File: src/rtl/core/pfbm_pkg.sv
// Shared types and constants for the page frame bitmap manager.
// Used by every module under rtl/core; depends on nothing else.
`timescale 1ns / 1ps
`default_nettype none

package pfbm_pkg;

  // Store geometry
  localparam int BITMAP_WORDS = 32768;
  localparam int WORD_BITS    = 32;
  localparam int FRAME_SHIFT  = 12;

  localparam int ADDR_W     = 32;
  localparam int REQ_W      = 3;
  localparam int STATUS_W   = 2;
  localparam int FRAME_W    = ADDR_W - FRAME_SHIFT;     // frame number bits
  localparam int LAST_W     = FRAME_W + 1;              // can hold 2^FRAME_W
  localparam int BIT_W      = $clog2(WORD_BITS);
  localparam int WORD_IDX_W = $clog2(BITMAP_WORDS);
  localparam int SUM_W      = ADDR_W + 1;

  localparam int STORE_FRAMES_I = BITMAP_WORDS * WORD_BITS;
  localparam int SPACE_FRAMES_I = 1 << FRAME_W;
  localparam int SEARCH_WORDS   = (BITMAP_WORDS < SPACE_FRAMES_I / WORD_BITS) ?
                                  BITMAP_WORDS : SPACE_FRAMES_I / WORD_BITS;

  localparam logic [LAST_W-1:0]     STORE_FRAMES = LAST_W'(STORE_FRAMES_I);
  localparam logic [LAST_W-1:0]     SPACE_FRAMES = LAST_W'(SPACE_FRAMES_I);
  localparam logic [WORD_IDX_W-1:0] SEARCH_LAST  = WORD_IDX_W'(SEARCH_WORDS - 1);
  localparam logic [WORD_IDX_W-1:0] STORE_LAST   = WORD_IDX_W'(BITMAP_WORDS - 1);

  // Beat layout
  localparam int IN_DATA_W  = 72;  // 3 + 32 + 32 = 67, padded to bytes
  localparam int OUT_DATA_W = 24;  // 1 + 20 + 2 = 23, padded to bytes

  // Request codes
  localparam logic [REQ_W-1:0] REQ_SET       = 3'd0;
  localparam logic [REQ_W-1:0] REQ_CLEAR     = 3'd1;
  localparam logic [REQ_W-1:0] REQ_TEST      = 3'd2;
  localparam logic [REQ_W-1:0] REQ_SET_RNG   = 3'd3;
  localparam logic [REQ_W-1:0] REQ_CLEAR_RNG = 3'd4;
  localparam logic [REQ_W-1:0] REQ_FIND_SET  = 3'd5;
  localparam logic [REQ_W-1:0] REQ_FIND_CLR  = 3'd6;

  // Status codes
  localparam logic [STATUS_W-1:0] ST_OK        = 2'd0;
  localparam logic [STATUS_W-1:0] ST_MISALIGN  = 2'd1;
  localparam logic [STATUS_W-1:0] ST_NOT_FOUND = 2'd2;
  localparam logic [STATUS_W-1:0] ST_RANGE     = 2'd3;

  typedef enum logic [2:0] {
    S_CLEAR,
    S_IDLE,
    S_PREP,
    S_READ,
    S_MOD,
    S_DONE
  } state_t;

endpackage

`default_nettype wire

File: src/rtl/core/pfbm_word_unit.sv
// Shared word datapath: bit-range mask, read-modify-write value, bit pick
// and lowest-match search within one bitmap word. Depends on pfbm_pkg.
`timescale 1ns / 1ps
`default_nettype none

module pfbm_word_unit import pfbm_pkg::*; (
  input  wire logic [WORD_BITS-1:0] data,
  input  wire logic [BIT_W-1:0]     lo,
  input  wire logic [BIT_W-1:0]     hi,
  input  wire logic                 set_val,
  input  wire logic                 want,
  output logic [WORD_BITS-1:0]      wdata,
  output logic                      bit_sel,
  output logic                      hit,
  output logic [BIT_W-1:0]          idx
);

  localparam logic [WORD_BITS-1:0] ONES = '1;

  logic [WORD_BITS-1:0] mask;
  logic [WORD_BITS-1:0] cand;
  logic [WORD_BITS-1:0] iso;

  // Mask of bits lo..hi inclusive
  always_comb begin
    mask  = (ONES << lo) & (ONES >> (BIT_W'(WORD_BITS - 1) - hi));
    wdata = set_val ? (data | mask) : (data & ~mask);
  end

  assign bit_sel = data[lo];

  // Word holds a wanted bit unless it is all-skip
  assign hit = want ? (|data) : ~(&data);

  // Lowest wanted bit: isolate it, then encode its position
  always_comb begin
    cand = want ? data : ~data;
    iso  = cand & (~cand + WORD_BITS'(1));
    idx  = '0;
    for (int i = 0; i < WORD_BITS; i++) begin
      if (iso[i]) begin
        idx = idx | BIT_W'(i);
      end
    end
  end

endmodule

`default_nettype wire

File: config.mk
export PLATFORM = sky130hd
export DESIGN_NAME = pfbm_word_unit
export DESIGN_NICKNAME = d
export VERILOG_FILES = /design/src/rtl/core/pfbm_pkg.sv /design/src/rtl/core/pfbm_word_unit.sv
export SDC_FILE = /design/constraint.sdc
export NUM_CORES = 1
export LEC_CHECK = 0
export BUFFER_PORTS_ARGS = -buffer_cell sky130_fd_sc_hd__clkbuf_2
export CORE_MARGIN = 5
export CORE_UTILIZATION = 55
export DETAILED_ROUTE_END_ITERATION = 12
export MAX_ROUTING_LAYER = met4
export PLACE_DENSITY = 0.86
export SYNTH_ARGS = -nofsm -noshare
export SYNTH_HDL_FRONTEND = slang
export SYNTH_SLANG_ARGS = --single-unit
File: constraint.sdc
create_clock -name vclk -period 2.5
set_input_delay 0.25 -clock vclk [all_inputs]
set_output_delay 0.25 -clock vclk [all_outputs]
set_load 0.1 [all_outputs]
==> summary.txt, run 1 <==
Layout
  • Synth-to-layout area growth: 24.8%
  • FFs & Latches: 0
  • # clk buffers: 0
  • Number of diodes: 0
  • Fraction of layout cells with a size suffix above 1: 35.3%
  • Layout Nets: 480
  • Final Core Density: 72.0%
  • Seq. cell area: 0 sq um

Power and ir drop
  • Max VDD drop: 0.324 mV
  • Cell Int Power: 0.241 mW
  • Final Total Pwr: 0.865 mW
  • Sw power: 0.624 mW
  • Power per cell area: 272 mW/mm^2
  • Leakage: 1.27 nW
  • Sw Share: 72.1%
  • Gate power share: 100.0%
  • Flop pwr share: 0%
  • Clk network pwr share: 0%

Detailed routing
  • Pre-antenna DRT Iters: 6
  • Drt initial violations: 398
  • Vias per cell: 7.11
  • DRC: 0
  • Post-DRT Antenna Nets: 0
  • Avg WL per Cell: 19.4 um
  • DRT Wirelength: 9420 um
  • Vias: 3,455

Job
  • Max-cap violations: 0

Placement
  • GP Congestion: 0.970
  • Dpl hpwl: 7400 um
  • Buffers added on ports: 83

Timing
  • Setup violators final: 0
  • Final setup TNS: 0 ns
  • Final hold vios: 0
  • Pins Over Slew Limit: 0
  • Tcrit/Tclk final: 97.6%
  • RSZ-0062 raised after global routing: false
  • Worst slew pin tran: 0.582 ns
  • Fmax: 410 MHz
  • Max-slew headroom: 61.1%
  • Post-route minimum period: 2.44 ns

Logic synthesis
  • Seq/Total Area, Yosys: 0%
  • Post-Syn Nets: 411
  • Post-synth cell types: 71
  • Top cell type by total area after synthesis: mux2_2
  • Gate Count Post-Synth: 367
  • Synth top area cells: mux2_2 (14%), mux4_1 (6.2%), nand2_1 (5.0%)
  • Synth warn: 0
  • Synthesized area per cell: 6.94 sq um
  • Synthesized cell area: 0.00255 sq mm
  • Share of Yosys cell area claimed by the top area cell type: 14.2%

GRT
  • Initial antenna violation count: 0
  • Largest net degree at the start of global routing: 33
  • Total Routing Usage GR: 29.8%
  • Global route total overflow: 0
  • Number of global-route vias before repair: 3,068
  • First-pass GRT wire length: 15,100 um

Floorplan
  • Std-Cell Rows: 24
  • # IOs: 83
  • Die Y: 78.0 um
  • Die Wd: 78.0 um
  • Placeable Area: 0.00441 sq mm
  • Total die area: 0.00609 sq mm
  • Initial core utilization: 57.7%

Setup path
  • Bufs and invs on worst path: 3
  • CP max FO: 17
  • Crit path cell chain: clkbuf_4 > buf_4 > nand4b_1 > or4_1 > nor4_1 > a31oi_2 > buf_12
  • Critical-path top delay cell: or4_1
  • Worst Setup End Kind: output pin
  • Kind of critical path: primary input to output pin
  • Crit start category: primary input
  • Largest delay share family, worst path: simple AND/OR/NAND/NOR gates
  • Arrival @ worst endpoint: 2.19 ns
  • CP max stage delay: 0.58 ns
  • WP data required: 2.25 ns

Clocking
  • CTS Hold Bufs: 0
  • Setup bufs post-CTS: 0

Run status
  • Status: completed

Min path
  • Hold Path Class: primary input to output pin
-- power groups by stage --
| stage | sequential (mW) | combinational, mW | clock, mW |
|---|---|---|---|
| floorplan | 0 | 0.651 | 0 |
| global placement | 0 | 0.842 | 0 |
| detailed placement | 0 | 0.851 | 0 |
| CTS | 0 | 0.853 | 0 |
| global route | 0 | 0.901 | 0 |
| finish | 0 | 0.865 | 0 |
-- cell families (layout without fill, tap and decap cells) --
family / count (synthesis) / in the layout / synth area share (%)
xor+xnor: 3 / 3 / 1.03
mux: 44 / 44 / 24.7
buf+inv: 51 / 118 / 8.60
compound gates: 101 / 101 / 29.6
simple gates: 168 / 168 / 36.1
-- repair_timing --
item	CTS	global route
endpoints found under the hold margin	0	0
endpoints found under the setup margin	0	6
gates resized for setup	0	4
-- Yosys cell counts (8+ instances only) --
cell type and n:
nor2b_1 8, nand2b_1 19, nand3_1 16, o21ai_0 14
nand2_1 34, inv_1 13, nand3b_1 8, mux2_2 32
nor2_1 27, nor3_1 15, clkbuf_1 29, a21oi_1 14
-- final cells by class --
type               instances  area [sq um]
fillers                  381          1240
inverters                 13          48.8
multi-input cells        316          2360
well taps                 52          65.1
repair buffers           105           703
-- worst paths after layout --
path                  startpoint        end  slack [ns]  depth (start not counted)
worst max-delay path        want        hit        0.06                          7
worst min-delay path    data[10]  wdata[10]        1.13                          3
-- through the flow --
stage                     std cells  setup slack, ns  hold WS [ns]  instance area [sq um]
final                           486           0.0591          1.13                   3180
after CTS                       486           0.0669          1.12                   3170
after floorplan                 367          0.00287         0.913                   2580
after global routing            486           0.0163          1.14                   3180
after global placement          486           0.0483          1.10                   3170
after detailed placement        486           0.0725          1.12                   3170
-- layer usage --
metal | vias up | track usage (%) | routed length (um)
li1 | 1571 | - | -
met1 | 1608 | 40.2 | 3790
met2 | 253 | 48.3 | 4330
met3 | 23 | 3.66 | 1140
met4 | 0 | 5.24 | 165
met5 | - | - | 0
-- layout by cell type (no fill, tap or decap), drive strengths merged, types with 8 or more instances in the layout --
| cell type | instances |
|---|---|
| mux2 | 32 |
| nand3b | 8 |
| clkbuf | 75 |
| inv | 13 |
| o21ai | 15 |
| nor3 | 15 |
| nand3 | 16 |
| nor2b | 8 |
| nor2 | 27 |
| mux4 | 10 |
| a21oi | 14 |
| nand2 | 34 |
| buf | 30 |
| nand2b | 19 |
-- tightest hold or removal path: cells and delay by family --
family	cells	cell delay, ns
buf+inv	2	0.39
mux	1	0.23
(Power assumes the default switching activity.)
==> run 2: changes to the inputs <==
--- a/config.mk
+++ b/config.mk
@@ -11,6 +11,7 @@
 export DETAILED_ROUTE_END_ITERATION = 12
 export MAX_ROUTING_LAYER = met4
 export PLACE_DENSITY = 0.86
+export RECOVER_POWER = 25
 export SYNTH_ARGS = -nofsm -noshare
 export SYNTH_HDL_FRONTEND = slang
 export SYNTH_SLANG_ARGS = --single-unit
==> run 2 against run 1 <==
  * Maximum frequency is 0.19% higher
  * Total power hardly changed
  * Worst setup slack better by 0.0046 ns
  * Core utilization is 0.085 points lower
  * Count of clock-buffer cells in the layout stayed put
  * Routed wire length is 0.71% higher
  * Non-clock buffer count stayed put
  * Critical path depth stayed put
  * Via count is 0.49% lower
  * Flip-flop and latch count stayed put
  * Sequential share of layout area stayed put
  * First-iteration DRC count is 5.5% higher
==> summary.txt, run 2 (synthesized netlist as in run 1, its figures left out) <==
Layout
  • Non-filler cells in the finished layout: 486 (unchanged)
  • Seq. cell area: 0 sq um (unchanged)
  • Most frequent cells in the layout: clkbuf_2 (74), nand2_1 (33), mux2_2 (32)
  • # clk buffers: 0 (unchanged)
  • Fillers: 382 (+0.26%)
  • Fin area: 0.00317 sq mm (-0.12%)
  • Fraction of layout cells with a size suffix above 1: 35.0% (-0.23 points)
  • Multi-input gate area: 0.00236 sq mm (unchanged)
  • FFs & Latches: 0 (unchanged)
  • Number of diodes: 0 (unchanged)
  • Layout Nets: 480 (unchanged)
  • Commonest non-fill, non-tap cell in the layout: clkbuf_2
  • Synth-to-layout area growth: 24.6%

Timing
  • Final hold vios: 0 (unchanged)
  • Final setup TNS: 0 ns (unchanged)
  • Final setup margin: 0.0637 ns (+0.00463 ns)
  • RSZ-0062 raised after global routing: false
  • Tcrit/Tclk final: 97.5% (-0.19 points)
  • Max-slew headroom: 60.2% (-0.91 points)
  • Worst slew pin tran: 0.596 ns (+0.0137 ns)
  • Pins Over Slew Limit: 0 (unchanged)
  • Fmax: 410 MHz (+0.19%)
  • Post-route minimum period: 2.44 ns (-0.00463 ns)
  • Setup violators final: 0 (unchanged)

Floorplan
  • # IOs: 83 (unchanged)
  • Die Y: 78.0 um (unchanged)
  • Placeable Area: 0.00441 sq mm (unchanged)
  • Std-Cell Rows: 24 (unchanged)
  • Initial core utilization: 57.7% (unchanged)
  • Die Wd: 78.0 um (unchanged)
  • Total die area: 0.00609 sq mm (unchanged)

Setup path
  • Crit path cell chain: clkbuf_4 > buf_4 > nand4b_1 > or4_1 > nor4_1 > a31oi_2 > buf_12
  • Worst Setup End Kind: output pin
  • WP data required: 2.25 ns (about the same)
  • CP max stage delay: 0.58 ns (about the same)
  • Critical path depth in cells: 7 (unchanged)
  • Kind of critical path: primary input to output pin
  • Arrival @ worst endpoint: 2.19 ns (about the same)
  • CP max FO: 17 (unchanged)
  • Critical-path top delay cell: or4_1
  • Largest delay share family, worst path: simple AND/OR/NAND/NOR gates
  • Bufs and invs on worst path: 3 (unchanged)
  • Crit start category: primary input

Detailed routing
  • Drt initial violations: 420 (+5.5%)
  • Routed met1 length: 3810 um (+0.66%)
  • Vias per cell: 7.07 (-0.49%)
  • Avg WL per Cell: 19.5 um (+0.71%)
  • Met2 Routed Length: 4330 um (about the same)
  • Met3 wire length: 1180 um (+3.2%)
  • Post-DRT Antenna Nets: 0 (unchanged)
  • DRC: 0 (unchanged)
  • Vias: 3,438 (-0.49%)
  • Pre-antenna DRT Iters: 5 (-1)
  • DRT Wirelength: 9490 um (+0.71%)
  • Max layer used: met4

Placement
  • Setup WS pre-CTS: 0.0725 ns (unchanged)
  • DP Area: 0.00317 sq mm (unchanged)
  • GP Congestion: 0.970 (unchanged)
  • Dpl hpwl: 7400 um (unchanged)
  • Buffers added on ports: 83 (unchanged)
  • Placed cells: 486 (unchanged)

GRT
  • Global route total overflow: 0 (unchanged)
  • Largest net degree at the start of global routing: 33 (unchanged)
  • Total Routing Usage GR: 29.8% (unchanged)
  • First-pass GRT wire length: 15,100 um (unchanged)
  • Number of global-route vias before repair: 3,068 (unchanged)
  • Initial antenna violation count: 0 (unchanged)

Power and ir drop
  • Max VDD drop: 0.323 mV (-0.28%)
  • Final Total Pwr: 0.865 mW (about the same)
  • Power per cell area: 273 mW/mm^2 (+0.15%)
  • Leakage: 1.26 nW (-0.29%)

Clocking
  • Setup bufs post-CTS: 0 (unchanged)
  • CTS resizes: 0 (unchanged)
  • CTS Hold Bufs: 0 (unchanged)

Run status
  • Status: completed

Min path
  • Hold Path Class: primary input to output pin
  • Worst Hold Depth: 3 (unchanged)

Job
  • Max-cap violations: 0 (unchanged)
==> run 2: cell count changes in the layout (fill, tap and decap cells not counted), sizes merged <==
cell / previous run / this run
buf: 30 / 29
clkbuf: 75 / 76
==> run 2: per-stage QoR <==
step	hold WS, ns	utilization (%)
floorplan	0.913	-
global placement	1.10	71.7
detailed placement	1.12	71.7
CTS	1.12	71.7
global route	1.14	71.9
finish	1.13	71.9
==> run 2: final timing paths <==
| kind | from | endpoint |
|---|---|---|
| setup / recovery | want | hit |
| hold / removal | data[10] | wdata[10] |
==> run 2: power breakdown <==
group | internal (mW) | switching (mW) | total (mW)
clock | 0 | 0 | 0
sequential | 0 | 0 | 0
combinational | 0.241 | 0.625 | 0.865
total | 0.241 | 0.625 | 0.865
==> run 2: layout make-up <==
type,count,share of cell area (%)
inverters,13,1.54
multi-input cells,316,74.4
well taps,52,2.05
repair buffers,105,22.0
==> run 2: metal layers <==
layer,global-route usage (%),vias up
met4,5.24,0
met1,40.2,1573
li1,-,1572
met5,-,-
met3,3.66,26
met2,48.3,267
==> run 3: changes to the inputs <==
==> config.mk (replaced) <==
export PLATFORM = sky130hd
export DESIGN_NAME = pfbm_word_unit
export DESIGN_NICKNAME = d
export VERILOG_FILES = /design/src/rtl/core/pfbm_pkg.sv /design/src/rtl/core/pfbm_word_unit.sv
export SDC_FILE = /design/constraint.sdc
export NUM_CORES = 1
export LEC_CHECK = 0
export CORE_MARGIN = 5
export CORE_UTILIZATION = 55
export DETAILED_ROUTE_END_ITERATION = 12
export DONT_BUFFER_PORTS = 1
export MAX_ROUTING_LAYER = met4
export PLACE_DENSITY = 0.7
export SYNTH_ARGS = -nofsm -noshare
export SYNTH_HDL_FRONTEND = slang
export SYNTH_SLANG_ARGS = --single-unit
==> constraint.sdc (replaced) <==
create_clock -name vclk -period 2.5
set_input_delay 0.25 -clock vclk [all_inputs]
set_output_delay 0.25 -clock vclk [all_outputs]
set_load 0.005 [all_outputs]
==> run 3 against run 2 <==
  * Via count decreased by 14%
  * Combinational power decreased by 69%
  * Hold slack got worse by 0.50 ns
  * First-iteration DRC count decreased by 14%
  * Global-route usage decreased by 3.7 points
  * Die area unchanged
  * Worst setup slack improved by 0.37 ns
  * Core utilization decreased by 17 points
  * Final cell count decreased by 22%
  * Flip-flop and latch count unchanged
  * Largest power group unchanged
==> summary.txt, run 3 (synthesized netlist as in run 1, its figures left out) <==
GRT
  • Total Routing Usage GR: 26.1% (-3.7 points)
  • GR Util met3: 5.84% (+2.2 points)
  • Grt peak-use layer: met1
  • Initial antenna violation count: 0 (unchanged)
  • M1 GR Usage: 38.6% (-1.7 points)
  • Grt met2 use: 38.2% (-10 points)
  • First-pass GRT wire length: 13,100 um (-13%)
  • Number of global-route vias before repair: 2,468 (-20%)
  • Global route total overflow: 0 (unchanged)
  • Largest net degree at the start of global routing: 52 (+58%)

Layout
  • Fillers: 451 (+18%)
  • Final Core Density: 55.3% (-17 points)
  • Non-filler cells in the finished layout: 381 (-22%)
  • Commonest non-fill, non-tap cell in the layout: nand2_1
  • Fraction of layout cells with a size suffix above 1: 12.8% (-22 points)
  • Number of diodes: 0 (unchanged)
  • Synth-to-layout area growth: -4.13%
  • Seq. cell area: 0 sq um (unchanged)
  • # clk buffers: 0 (unchanged)
  • Most frequent cells in the layout: nand2_1 (34), mux2_2 (32), nor2_1 (27)
  • Fin area: 0.00244 sq mm (-23%)
  • Layout Nets: 375 (-22%)
  • FFs & Latches: 0 (unchanged)

Timing
  • Max-slew headroom: 56.6% (-3.6 points)
  • Final hold slack: 0.626 ns (-0.505 ns)
  • Post-route minimum period: 2.07 ns (-0.370 ns)
  • Fmax: 484 MHz (+18%)
  • Final setup margin: 0.434 ns (+0.370 ns)
  • Final setup TNS: 0 ns (unchanged)
  • Worst slew pin tran: 0.634 ns (+0.0384 ns)
  • Setup violators final: 0 (unchanged)
  • RSZ-0062 raised after global routing: false
  • Final hold vios: 0 (unchanged)
  • Pins Over Slew Limit: 0 (unchanged)
  • Tcrit/Tclk final: 82.6% (-15 points)

Setup path
  • CP max FO: 8 (-9)
  • WP data required: 2.25 ns (about the same)
  • Kind of critical path: primary input to output pin
  • Arrival @ worst endpoint: 1.82 ns (-0.37 ns)
  • Crit start category: primary input
  • Worst Setup End Kind: output pin

Detailed routing
  • DRT Wirelength: 8720 um (-8.1%)
  • Drt initial violations: 360 (-14%)
  • DRC: 0 (unchanged)
  • Vias per cell: 7.76 (+9.7%)
  • Vias: 2,956 (-14%)
  • Avg WL per Cell: 22.9 um (+17%)
  • Post-DRT Antenna Nets: 0 (unchanged)
  • Pre-antenna DRT Iters: 5 (unchanged)

Clocking
  • Setup bufs post-CTS: 0 (unchanged)
  • CTS resizes: 0 (unchanged)
  • CTS Hold Bufs: 0 (unchanged)

Floorplan
  • Initial core utilization: 57.7% (unchanged)
  • Total die area: 0.00609 sq mm (unchanged)
  • # IOs: 83 (unchanged)
  • Std-Cell Rows: 24 (unchanged)
  • Die Wd: 78.0 um (unchanged)
  • Placeable Area: 0.00441 sq mm (unchanged)
  • Die Y: 78.0 um (unchanged)

Job
  • Max-cap violations: 0 (unchanged)

Power and ir drop
  • Cell Int Power: 0.146 mW (-39%)
  • Gate power share: 100.0% (about the same)
  • Leakage: 0.771 nW (-39%)
  • Clk network pwr share: 0% (unchanged)
  • Final Total Pwr: 0.270 mW (-69%)
  • Power per cell area: 111 mW/mm^2 (-59%)
  • Flop pwr share: 0% (unchanged)
  • Sw Share: 46.0% (-26 points)
  • Sw power: 0.124 mW (-80%)
  • Max VDD drop: 0.0668 mV (-79%)

Placement
  • DP Area: 0.00244 sq mm (-23%)
  • Buffers added on ports: 0 (-100%)
  • Placed cells: 381 (-22%)
  • GP Congestion: 0.899 (-7.3%)
  • Dpl hpwl: 6560 um (-11%)
  • Setup WS pre-CTS: 0.465 ns (+0.393 ns)

Min path
  • Hold Path Class: primary input to output pin

Run status
  • Status: completed
-- run 3: worst max-delay path, cell delays in order --
cell and delay (ns):
nor4_1 0.45, a32o_2 0.35, nand2_1 0.17, nor2_1 0.23, a41oi_1 0.19, nand4b_1 0.17
-- run 3: per-layer routing --
| metal | routed length, um | vias up | part of all wire, % |
|---|---|---|---|
| li1 | - | 1354 | - |
| met5 | 0 | - | 0 |
| met1 | 3650 | 1385 | 42 |
| met4 | 44 | 0 | 0.50 |
| met2 | 3820 | 211 | 44 |
| met3 | 1210 | 6 | 14 |
-- run 3: cell type report --
| type | instances | area, sq um | share of cell area, % |
|---|---|---|---|
| multi-input cells | 316 | 2330 | 95.3 |
| inverters | 13 | 48.8 | 2.00 |
| well taps | 52 | 65.1 | 2.67 |
-- run 3: power by group through the flow --
stage | Clock (mW) | Sequential, mW | Combinational [mW]
after global placement | 0 | 0 | 0.265
after detailed placement | 0 | 0 | 0.265
after CTS | 0 | 0 | 0.268
after global routing | 0 | 0 | 0.291
final | 0 | 0 | 0.270
after floorplan | 0 | 0 | 0.293
-- run 3: path summary, 6_finish.rpt --
kind,cells after the start,from,to
hold / removal,2,set_val,wdata[29]
setup / recovery,6,data[3],idx[4]
